`config.mk`:
```
export PLATFORM = sky130hd
export DESIGN_NAME = sorted_key_table_flat
export DESIGN_NICKNAME = d
export VERILOG_FILES = /design/src/sv/skt_pkg.sv /design/src/sv/skt_if.sv /design/src/sv/skt_cell.sv /design/src/sv/sorted_key_table.sv /design/src/flat_wrapper.sv
export SDC_FILE = /design/constraint.sdc
export NUM_CORES = 2
export LEC_CHECK = 0
export BUFFER_PORTS_ARGS = -buffer_cell sky130_fd_sc_hd__buf_2
export CORE_UTILIZATION = 30
export DETAILED_ROUTE_END_ITERATION = 12
export HOLD_SLACK_MARGIN = 0.02
export PLACE_DENSITY = 0.44
export SLEW_MARGIN = 20
export SYNTH_ARGS = -nofsm -noshare
export SYNTH_HDL_FRONTEND = slang
export SYNTH_SLANG_ARGS = --single-unit
```
`constraint.sdc`:
```
create_clock -name clk_i -period 12.91 [get_ports clk_i]
set_clock_uncertainty 0.15 [all_clocks]
set_input_delay 2.582 -clock clk_i [delete_from_list [all_inputs] [get_ports clk_i]]
set_output_delay 2.582 -clock clk_i [all_outputs]
set_load 0.02 [all_outputs]
```
`src/sv/skt_pkg.sv`:
```
// ----------------------------------------------------------------------------
// skt_pkg: shared types and constants of the sorted key table
// Field widths, status codes and the control word that is broadcast to
// the cell row.
// ----------------------------------------------------------------------------
package skt_pkg;

  localparam int unsigned KeyW    = 32;
  localparam int unsigned ValW    = 32;
  localparam int unsigned StatusW = 2;
  localparam int unsigned CountW  = 5;

  // Action codes
  localparam logic ActInsert = 1'b0;
  localparam logic ActRemove = 1'b1;

  // Status codes
  localparam logic [StatusW-1:0] StDone     = 2'd0;
  localparam logic [StatusW-1:0] StDup      = 2'd1;
  localparam logic [StatusW-1:0] StNotFound = 2'd2;
  localparam logic [StatusW-1:0] StFull     = 2'd3;

  // Update command for the cell row, valid for one cycle
  typedef struct packed {
    logic ins;  // open a slot at the insert point, shift the rest up
    logic rem;  // close the slot of the hit entry, shift the rest down
  } skt_ctrl_t;

endpackage

```
`src/sv/skt_if.sv`:
```
// ----------------------------------------------------------------------------
// skt_in_if / skt_out_if: valid/ready channels of the sorted key table
// Request channel carries the action and the pair, response channel the
// status, removed value and entry count.
// ----------------------------------------------------------------------------
interface skt_in_if
  import skt_pkg::*;
();
  logic              valid;
  logic              ready;
  logic              action;
  logic [KeyW-1:0]   key;
  logic [ValW-1:0]   entry_value;

  modport source (output valid, action, key, entry_value, input ready);
  modport sink   (input valid, action, key, entry_value, output ready);
endinterface

interface skt_out_if
  import skt_pkg::*;
();
  logic               valid;
  logic               ready;
  logic [StatusW-1:0] status;
  logic [ValW-1:0]    removed_value;
  logic [CountW-1:0]  entry_count;

  modport source (output valid, status, removed_value, entry_count, input ready);
  modport sink   (input valid, status, removed_value, entry_count, output ready);
endinterface

```
`src/sv/skt_cell.sv`:
```
// ----------------------------------------------------------------------------
// skt_cell: one slot of the sorted key row
// Holds a key/value pair, compares it against the request key and, on an
// update, keeps its pair, loads the new pair or takes a neighbor's pair.
// ----------------------------------------------------------------------------
module skt_cell
  import skt_pkg::*;
(
  input  logic            clk_i,
  input  logic            rst_ni,
  // compare phase
  input  logic            cmp_en_i,
  input  logic            occupied_i,
  input  logic [KeyW-1:0] cmp_key_i,
  // update phase
  input  skt_ctrl_t       ctrl_i,
  input  logic [ValW-1:0] new_value_i,
  input  logic            left_lt_i,
  input  logic [KeyW-1:0] left_key_i,
  input  logic [ValW-1:0] left_value_i,
  input  logic [KeyW-1:0] right_key_i,
  input  logic [ValW-1:0] right_value_i,
  // state towards neighbors and the top
  output logic [KeyW-1:0] key_o,
  output logic [ValW-1:0] value_o,
  output logic            lt_o,
  output logic            eq_o
);

  logic [KeyW-1:0] key_q, key_d;
  logic [ValW-1:0] value_q, value_d;
  logic            lt_q, lt_d;
  logic            eq_q, eq_d;

  // Compare against the request key; flags are held for the update cycle
  always_comb begin
    lt_d = lt_q;
    eq_d = eq_q;
    if (cmp_en_i) begin
      lt_d = occupied_i && ($signed(key_q) < $signed(cmp_key_i));
      eq_d = occupied_i && (key_q == cmp_key_i);
    end
  end

  // Slot update: entries below the insert/remove point stay put
  always_comb begin
    key_d   = key_q;
    value_d = value_q;
    if (ctrl_i.ins && !lt_q) begin
      if (left_lt_i) begin
        key_d   = cmp_key_i;
        value_d = new_value_i;
      end else begin
        key_d   = left_key_i;
        value_d = left_value_i;
      end
    end else if (ctrl_i.rem && !lt_q) begin
      key_d   = right_key_i;
      value_d = right_value_i;
    end
  end

  always_ff @(posedge clk_i or negedge rst_ni) begin
    if (!rst_ni) begin
      lt_q <= 1'b0;
      eq_q <= 1'b0;
    end else begin
      lt_q <= lt_d;
      eq_q <= eq_d;
    end
  end

  // Pair storage, no reset
  always_ff @(posedge clk_i) begin
    key_q   <= key_d;
    value_q <= value_d;
  end

  assign key_o   = key_q;
  assign value_o = value_q;
  assign lt_o    = lt_q;
  assign eq_o    = eq_q;

endmodule

```
`src/sv/sorted_key_table.sv`:
```
// ----------------------------------------------------------------------------
// sorted_key_table: key/value table kept in ascending signed key order
// A row of CAPACITY cells; insert opens a slot at the sorted position,
// remove closes the slot of the matching key and returns its value.
// ----------------------------------------------------------------------------
//  channel  dir  handshake      payload
//  in_i     in   valid/ready    action, key, entry_value
//  out_o    out  valid/ready    status, removed_value, entry_count
//
//  Per transaction, the accept edge registers the compare flags of every
//  cell; the update then shifts the cell row and loads the response
//  register. The next request is taken only after the update, so the
//  table takes no new request while one is in flight.
//  If the response register is still full, the update waits for out_o.ready.
//  Reset clears the occupancy count and the control state; slots need no clear.
// ----------------------------------------------------------------------------
module sorted_key_table
  import skt_pkg::*;
#(
  parameter int unsigned CAPACITY = 16
) (
  input  logic      clk_i,
  input  logic      rst_ni,
  skt_in_if.sink    in_i,
  skt_out_if.source out_o
);

  localparam int unsigned OccW = $clog2(CAPACITY + 1);

  logic [OccW-1:0]    occ_q, occ_d;
  logic               busy_q, busy_d;
  logic               action_q;
  logic [KeyW-1:0]    key_q;
  logic [ValW-1:0]    value_q;
  logic               out_valid_q, out_valid_d;
  logic [StatusW-1:0] status_q, status_d;
  logic [ValW-1:0]    removed_q, removed_d;
  logic [CountW-1:0]  count_q, count_d;

  logic               accept;
  logic               update;
  logic               hit;
  logic               full;
  logic [ValW-1:0]    hit_value;
  skt_ctrl_t          ctrl;
  logic [KeyW-1:0]    cmp_key;

  logic [KeyW-1:0]    cell_key   [CAPACITY];
  logic [ValW-1:0]    cell_value [CAPACITY];
  logic [CAPACITY-1:0] cell_lt;
  logic [CAPACITY-1:0] cell_eq;

  assign in_i.ready = !busy_q;
  assign accept     = in_i.valid && in_i.ready;
  assign update     = busy_q && (!out_valid_q || out_o.ready);

  // Request key goes straight to the cells on accept, then is held
  assign cmp_key = accept ? in_i.key : key_q;

  // Cell row
  for (genvar i = 0; i < CAPACITY; i++) begin : g_cell
    logic            left_lt;
    logic [KeyW-1:0] left_key, right_key;
    logic [ValW-1:0] left_value, right_value;

    if (i == 0) begin : g_first
      assign left_lt    = 1'b1;
      assign left_key   = cell_key[i];
      assign left_value = cell_value[i];
    end else begin : g_mid_l
      assign left_lt    = cell_lt[i-1];
      assign left_key   = cell_key[i-1];
      assign left_value = cell_value[i-1];
    end
    if (i == CAPACITY - 1) begin : g_last
      assign right_key   = cell_key[i];
      assign right_value = cell_value[i];
    end else begin : g_mid_r
      assign right_key   = cell_key[i+1];
      assign right_value = cell_value[i+1];
    end

    skt_cell u_cell (
      .clk_i        (clk_i),
      .rst_ni       (rst_ni),
      .cmp_en_i     (accept),
      .occupied_i   (OccW'(i) < occ_q),
      .cmp_key_i    (cmp_key),
      .ctrl_i       (ctrl),
      .new_value_i  (value_q),
      .left_lt_i    (left_lt),
      .left_key_i   (left_key),
      .left_value_i (left_value),
      .right_key_i  (right_key),
      .right_value_i(right_value),
      .key_o        (cell_key[i]),
      .value_o      (cell_value[i]),
      .lt_o         (cell_lt[i]),
      .eq_o         (cell_eq[i])
    );
  end

  // Hit detection and value of the matching slot (at most one match)
  always_comb begin
    hit_value = '0;
    for (int i = 0; i < CAPACITY; i++) begin
      if (cell_eq[i]) hit_value = hit_value | cell_value[i];
    end
  end
  assign hit  = |cell_eq;
  assign full = (occ_q == OccW'(CAPACITY));

  // Update command and response
  always_comb begin
    ctrl        = '0;
    occ_d       = occ_q;
    status_d    = status_q;
    removed_d   = removed_q;
    count_d     = count_q;
    out_valid_d = out_valid_q;
    busy_d      = busy_q;
    if (out_o.ready) out_valid_d = 1'b0;
    if (accept) busy_d = 1'b1;
    if (update) begin
      busy_d      = 1'b0;
      out_valid_d = 1'b1;
      status_d    = StDone;
      removed_d   = '0;
      if (action_q == ActInsert) begin
        if (hit) begin
          status_d = StDup;
        end else if (full) begin
          status_d = StFull;
        end else begin
          ctrl.ins = 1'b1;
          occ_d    = occ_q + OccW'(1);
        end
      end else begin
        if (!hit) begin
          status_d = StNotFound;
        end else begin
          ctrl.rem  = 1'b1;
          removed_d = hit_value;
          occ_d     = occ_q - OccW'(1);
        end
      end
      count_d = CountW'(occ_d);
    end
  end

  always_ff @(posedge clk_i or negedge rst_ni) begin
    if (!rst_ni) begin
      occ_q       <= '0;
      busy_q      <= 1'b0;
      out_valid_q <= 1'b0;
    end else begin
      occ_q       <= occ_d;
      busy_q      <= busy_d;
      out_valid_q <= out_valid_d;
    end
  end

  // Request and response payload, no reset
  always_ff @(posedge clk_i) begin
    if (accept) begin
      action_q <= in_i.action;
      key_q    <= in_i.key;
      value_q  <= in_i.entry_value;
    end
    status_q  <= status_d;
    removed_q <= removed_d;
    count_q   <= count_d;
  end

  assign out_o.valid         = out_valid_q;
  assign out_o.status        = status_q;
  assign out_o.removed_value = removed_q;
  assign out_o.entry_count   = count_q;

endmodule
```
`src/flat_wrapper.sv`:
```
// flat-port wrapper written by rule: the top's interface ports become plain ports
module sorted_key_table_flat import skt_pkg::*;
#(
  parameter int unsigned CAPACITY = 16
)
  (clk_i, rst_ni, in_i_valid, in_i_action, in_i_key, in_i_entry_value, in_i_ready, out_o_valid, out_o_status, out_o_removed_value, out_o_entry_count, out_o_ready);
  skt_in_if in_i_i ();
  skt_out_if out_o_i ();
  input  logic clk_i;
  input  logic rst_ni;
  input wire logic [$bits(in_i_i.valid)-1:0] in_i_valid;
  input wire logic [$bits(in_i_i.action)-1:0] in_i_action;
  input wire logic [$bits(in_i_i.key)-1:0] in_i_key;
  input wire logic [$bits(in_i_i.entry_value)-1:0] in_i_entry_value;
  output wire logic [$bits(in_i_i.ready)-1:0] in_i_ready;
  output wire logic [$bits(out_o_i.valid)-1:0] out_o_valid;
  output wire logic [$bits(out_o_i.status)-1:0] out_o_status;
  output wire logic [$bits(out_o_i.removed_value)-1:0] out_o_removed_value;
  output wire logic [$bits(out_o_i.entry_count)-1:0] out_o_entry_count;
  input wire logic [$bits(out_o_i.ready)-1:0] out_o_ready;
  assign in_i_i.valid = in_i_valid;
  assign in_i_i.action = in_i_action;
  assign in_i_i.key = in_i_key;
  assign in_i_i.entry_value = in_i_entry_value;
  assign in_i_ready = in_i_i.ready;
  assign out_o_valid = out_o_i.valid;
  assign out_o_status = out_o_i.status;
  assign out_o_removed_value = out_o_i.removed_value;
  assign out_o_entry_count = out_o_i.entry_count;
  assign out_o_i.ready = out_o_ready;
  sorted_key_table #(.CAPACITY(CAPACITY)) u_core (.clk_i(clk_i), .rst_ni(rst_ni), .in_i(in_i_i), .out_o(out_o_i));
endmodule
```
* Word-level counts from Yosys, hierarchy flattened *
Cells that the tools add are included.

cells by class
  add/subtract/negate cells = 2
  magnitude comparators = 32
  muxes and demuxes = 125
  reduce and logical (&&, ||, !) cells = 103
  equal/unequal tests = 17
  bitwise gates (word level) = 15

operators with widths
  kind                 number
  $mux 32              107
  $eq 32x32->1         16
  $lt 32x32->1         16
  $or 32x32->32        15
  $logic_and 1x1->1    65
  $lt 4x5->1 const A   8
  $reduce_bool 2->1    17
  $lt 3x5->1 const A   4
  $mux 5               4
  $logic_not 1->1      18
  $reduce_or 16->1     1
  $lt 1x5->1 const A   2
  $lt 2x5->1 const A   2
  $mux 2               5
  $mux 1               9
  $add 5x1->5 const B  1
  $eq 5x5->1 const B   1
  $sub 5x1->5 const B  1
  $reduce_and 2->1     1
  $logic_or 1x1->1     1

word-level totals
  output and inout bits = 41
  register bits after elaboration = 1,167
  bits of input ports = 69
  logic and storage cells = 367

* Depth between registers and ports, before layout *
  word-level depth = 31
  mapped depth = 15
  gate-level depth less buffers = 13

* Modules after synthesis *
A second synthesis with hierarchy kept.

second synthesis, totals
  cell total of the unflattened synthesis = 7,076
  area, all modules = 72,881.1 µm²

by module, submodules not included
  module                                  area an instance (µm²)  instances  cells an instance  seq. area each (µm²)
  skt_cell (u_core.g_cell[0].u_cell ...)  4,127.7                 14         403                1,971.9
  skt_cell (u_core.g_cell[8].u_cell ...)  4,121.5                 2          404                1,971.9
  sorted_key_table                        6,850.3                 1          626                2,977.9

* Least setup slack after synthesis *
OpenSTA, ideal clock, no wires.

  path kind = input-to-reg
  start point = in out_o_ready
  end point = reg u_core.g_cell[10].u_cell.key_q[0], enable pin
  stages on the path = 7
  data required time = 12.273 ns
  buffers on the path = 2
  setup slack = 5.690 ns
  setup time = 0.487 ns
  data arrival time = 6.584 ns
  cell sequence = nand2b_1 > nand2_1 > clkinv_1 > nand2b_1 > clkbuf_1 > clkbuf_1 > nor2_1

on the way
  word-level cells in the longest chain between the ends = 5
  elaborated cells on any way between the ends = 6
  classes of those cells = 1 x mux; 5 x reduce/logical

RTL lines
  element                                      RTL line                        text
  start, declared                              flat_wrapper.sv:20              input wire logic [$bits(out_o_i.ready)-1:0] out_o_ready;
  $logic_or 1x1->1 *                           sorted_key_table.sv:55          assign update = busy_q && (!out_valid_q || out_o.ready);
  $logic_and 1x1->1 *                          sorted_key_table.sv:55
  $mux 2 *                                     sorted_key_table.sv:124         if (update) begin
  $logic_and 1x1->1, on equally long branches  skt_cell.sv:49, skt_cell.sv:57
  $reduce_bool 2->1 (no line) *                --
  end signal, assigned                         skt_cell.sv:75                  key_q <= key_d;
  end, declared                                skt_cell.sv:30                  logic [KeyW-1:0] key_q, key_d;

Every way passes the cells marked *; elsewhere a longest branch is shown, timed or not.
A chain may end at the register's enable or synchronous reset.

* Worst setup path in the final report *
  start point = in in_i_valid
  end point = reg u_core.g_cell[7].u_cell.lt_q

on the way
  word-level cells in the longest chain between the ends = 4

RTL lines
  element               RTL line                text
  start, declared       flat_wrapper.sv:11      input wire logic [$bits(in_i_i.valid)-1:0] in_i_valid;
  $logic_and 1x1->1 *   sorted_key_table.sv:54  assign accept = in_i.valid && in_i.ready;
  $mux 32               sorted_key_table.sv:58  assign cmp_key = accept ? in_i.key : key_q;
  $lt 32x32->1          skt_cell.sv:40          lt_d = occupied_i && ($signed(key_q) < $signed(cmp_key_i));
  $logic_and 1x1->1     skt_cell.sv:40
  end signal, assigned  skt_cell.sv:68          lt_q <= lt_d;
  end, declared         skt_cell.sv:32          logic lt_q, lt_d;

Marks and branches as above.

==> results.py <==
metrics = {
    "cells_and_area": {
        "num-fill-cells": 23069,
        "fin_nets": 7381,
        "syn_to_final_growth_pct": 12.4,
        "drive_above_1_share_pct": 9.33,
        "finish.utilization_pct": 33.9,
    },
    "timing": {
        "finalHoldViolCount": 0,
        "rsz0062_at_grt": "false",
        "slew_viol_final": 0,
        "max_freq_mhz": 152,
        "hold-worst-slack_ns": 0.356,
        "fin_crit_sh_pct": 50.9,
        "setup_violations": 0,
        "worst_pin_slew_ns": 1.19,
        "fin_setup_tns_ns": 0,
        "period_needed_ns": 6.57,
        "slew-limit-headroom_pct": 21.0,
    },
    "cts": {
        "cts_setup_buffers": 0,
        "cts_tree": "built",
        "cts.sinks": 1167,
        "cts_buffers": 144,
        "ctsHoldBuffers": 0,
        "clock_path_buffers": 3,
        "path_clk_slew_ns": 0.06,
        "cts_max_level": 4,
        "clk_latency_ns": 0.84,
        "ctsResizeCount": 0,
        "clock_tree.root_cell": "clkbuf_16",
    },
    "logic_synthesis": {
        "yosysWarnings": 0,
        "synthArstFlopShare_pct": 3.34,
        "synth.top_cell.area_share_pct": 47.4,
        "syn-num-nets": 7497,
        "synth_seq_cells": 1167,
        "synth.most_common_cell": "nand2_1",
        "synth_edf_count": 1096,
        "synthTopCellsByArea": "edfxtp_1 47%, ha_1 9.3%, nand2_1 8.0%",
        "synth_cells": 6913,
        "ys_seq_area_share_pct": 49.7,
        "synth_area_um2": 69500,
        "avgSynthCellArea_um2": 10.0,
        "synth_commonest_cells": "1,479 x nand2_1, 1,096 x edfxtp_1, 983 x o21ai_0",
        "synth-main-ff-cell": "edfxtp_1",
        "synth_largest_area_cell": "edfxtp_1",
        "synth_cell_types": 69,
    },
    "floorplan": {
        "io_pins": 110,
        "rows": 176,
        "start_util_pct": 30.2,
        "dieArea_um2": 233000,
        "chipHeight_um": 483,
        "core_area_um2": 230000,
        "fp.dieW_um": 483,
    },
    "global_route": {
        "grt.overflow.total": 0,
        "grt_max_degree": 85,
        "antenna_found_initial": 10,
        "grt_pass1_wl_um": 417000,
        "grt_use_total_pct": 24.6,
        "grt_pass1_vias": 54446,
    },
    "worst_setup_path": {
        "crit_path_start_kind": "primary input",
        "cpMaxStageDelayCell": "buf_4",
        "critPathKind": "in2reg",
        "critPathMaxStageDelay_ns": 0.78,
        "critPathMaxFanout": 50,
        "worstPathArrival_ns": 7.18,
        "worstPathRequired_ns": 13.52,
        "path_cells": "buf_2 > nand2_2 > inv_8 > buf_4 > mux2i_4 > buf_4 > buf_4 > ha_1 > a21oi_1 > o21ai_0 > a21oi_1 > o311ai_0 > a21oi_1 > or4_1 > nand3_1",
        "crit_path_end_kind": "flop",
    },
    "power_and_ir_drop": {
        "p_per_area_nw_per_um2": 240,
        "leakagePower_uw": 0.0294,
        "peakVddDrop_v": 0.000167,
    },
    "routing": {
        "drtIter0Drc": 6537,
        "detail_route.wirelength_um": 296000,
        "wire_per_inst_um": 29.8,
        "dr.pass1.iters": 6,
        "ant_nets": 0,
        "drc_errors": 0,
        "vias": 57220,
        "vias_per_cell": 5.76,
    },
    "run_status": {
        "outcome": "finished, final reports clean",
    },
    "flow_run": {
        "timing.max_cap.violations": 0,
    },
    "placement": {
        "gp_congestion": 0.894,
        "io_buffers": 109,
        "dpl.hpwl_um": 184000,
    },
    "worst_hold_path": {
        "holdCritPathClass": "reg2reg",
    },
}
==> registers in the layout (all words and copies together) (netlist names) <==
| name | count |
|---|---|
| u_core.action_q | 1 |
| u_core.busy_q | 1 |
| u_core.g_cell.u_cell.eq_o | 16 |
| u_core.g_cell.u_cell.key_o | 512 |
| u_core.g_cell.u_cell.lt_o | 16 |
| u_core.g_cell.u_cell.value_o | 512 |
| u_core.key_q | 32 |
| u_core.occ_q | 5 |
| u_core.out_o.entry_count | 5 |
| u_core.out_o.removed_value | 32 |
| u_core.out_o.status | 2 |
| u_core.out_o.valid | 1 |
| u_core.value_q | 32 |
==> routing by layer <==
layer  vias up  routed length [µm]  global-route usage, %
li1      25457                   -                      -
met1     28645              135000                   35.6
met2      2676              129000                   37.7
met3       440               22900                   3.45
met4         2                9520                   7.84
met5         -                  12                      0
==> cell usage in the layout, fill, tap and decap left out, types with 65 or more instances in the layout <==
cell type and instances:
nor2_1 125, mux2_2 65, a21oi_1 260, ha_1 515
a221oi_1 100, mux2i_1 451, o21ai_1 435, o21ai_0 983
a22o_1 100, a22oi_1 65, clkbuf_16 144, buf_2 109
edfxtp_1 1096, nand4_1 93, nand2_1 1477, buf_4 147
==> logic make-up after synthesis <==
logic type,share of synthesized area [%]
AO/OA/AOI/OAI,17.6
XOR/XNOR,0.0883
adder cells (fa/ha/maj),9.28
buffers and inverters,3.62
flip-flops,49.7
multiplexers,8.01
AND/OR/NAND/NOR,11.7
==> report_power, final <==
part | internal (µW) | switching (µW)
Combinational | 2570 | 5510
Sequential | 5450 | 1040
Clock | 2330 | 1840
==> path summary, 6_finish.rpt <==
| path | from | end | slack (ns) | cells past startpoint |
|---|---|---|---|---|
| worst max-delay path | in_i_valid | u_core.g_cell[7].u_cell.lt_o$_DFFE_PN0P_ | 6.34 | 15 |
| worst min-delay path | u_core.out_o.valid$_DFFE_PN0P_ | u_core.out_o.valid$_DFFE_PN0P_ | 0.36 | 2 |
| worst max register to register | u_core.g_cell[2].u_cell.eq_o$_DFFE_PN0P_ | u_core.g_cell[4].u_cell.key_o[6]$_DFFE_PP_ | 7.54 | 8 |
| worst min register to register | u_core.out_o.valid$_DFFE_PN0P_ | u_core.out_o.valid$_DFFE_PN0P_ | 0.36 | 2 |
| max in group asynchronous | rst_ni | u_core.g_cell[4].u_cell.lt_o$_DFFE_PN0P_ | 9.98 | 2 |
| min in group asynchronous | rst_ni | u_core.out_o.valid$_DFFE_PN0P_ | 1.53 | 1 |
==> per-stage QoR <==
stage | setup WS, ns | total power, µW | instances | area [µm²]
global route | 6.09 | 19800 | 9940 | 78100
detailed placement | 5.40 | 14500 | 9676 | 73300
CTS | 6.30 | 18700 | 9936 | 78000
floorplan | 5.69 | 11200 | 6913 | 69500
global placement | 5.31 | 14400 | 9675 | 73300
finish | 6.34 | 18700 | 9940 | 78100
==> worst max-delay path, delay by kind of cell <==
kind | cells | cell delay, ns
buffers and inverters | 5 | 1.97
AOI/OAI and AO/OA | 5 | 1.20
muxes | 1 | 0.33
and+or+nand+nor | 3 | 0.68
adders and majority gates | 1 | 0.27
==> cell type report <==
class / count / area, µm² / area share (%)
Antenna cell: 3 / 7.51 / 0.00962
Clock buffer: 192 / 3930 / 5.04
Clock inverter: 68 / 795 / 1.02
Inverter: 66 / 256 / 0.329
Multi-Input combinational cell: 5160 / 33000 / 42.3
Sequential cell: 1167 / 34600 / 44.3
Tap cell: 3026 / 3790 / 4.85
Timing Repair Buffer: 258 / 1700 / 2.17
(Power assumes the default switching activity.)
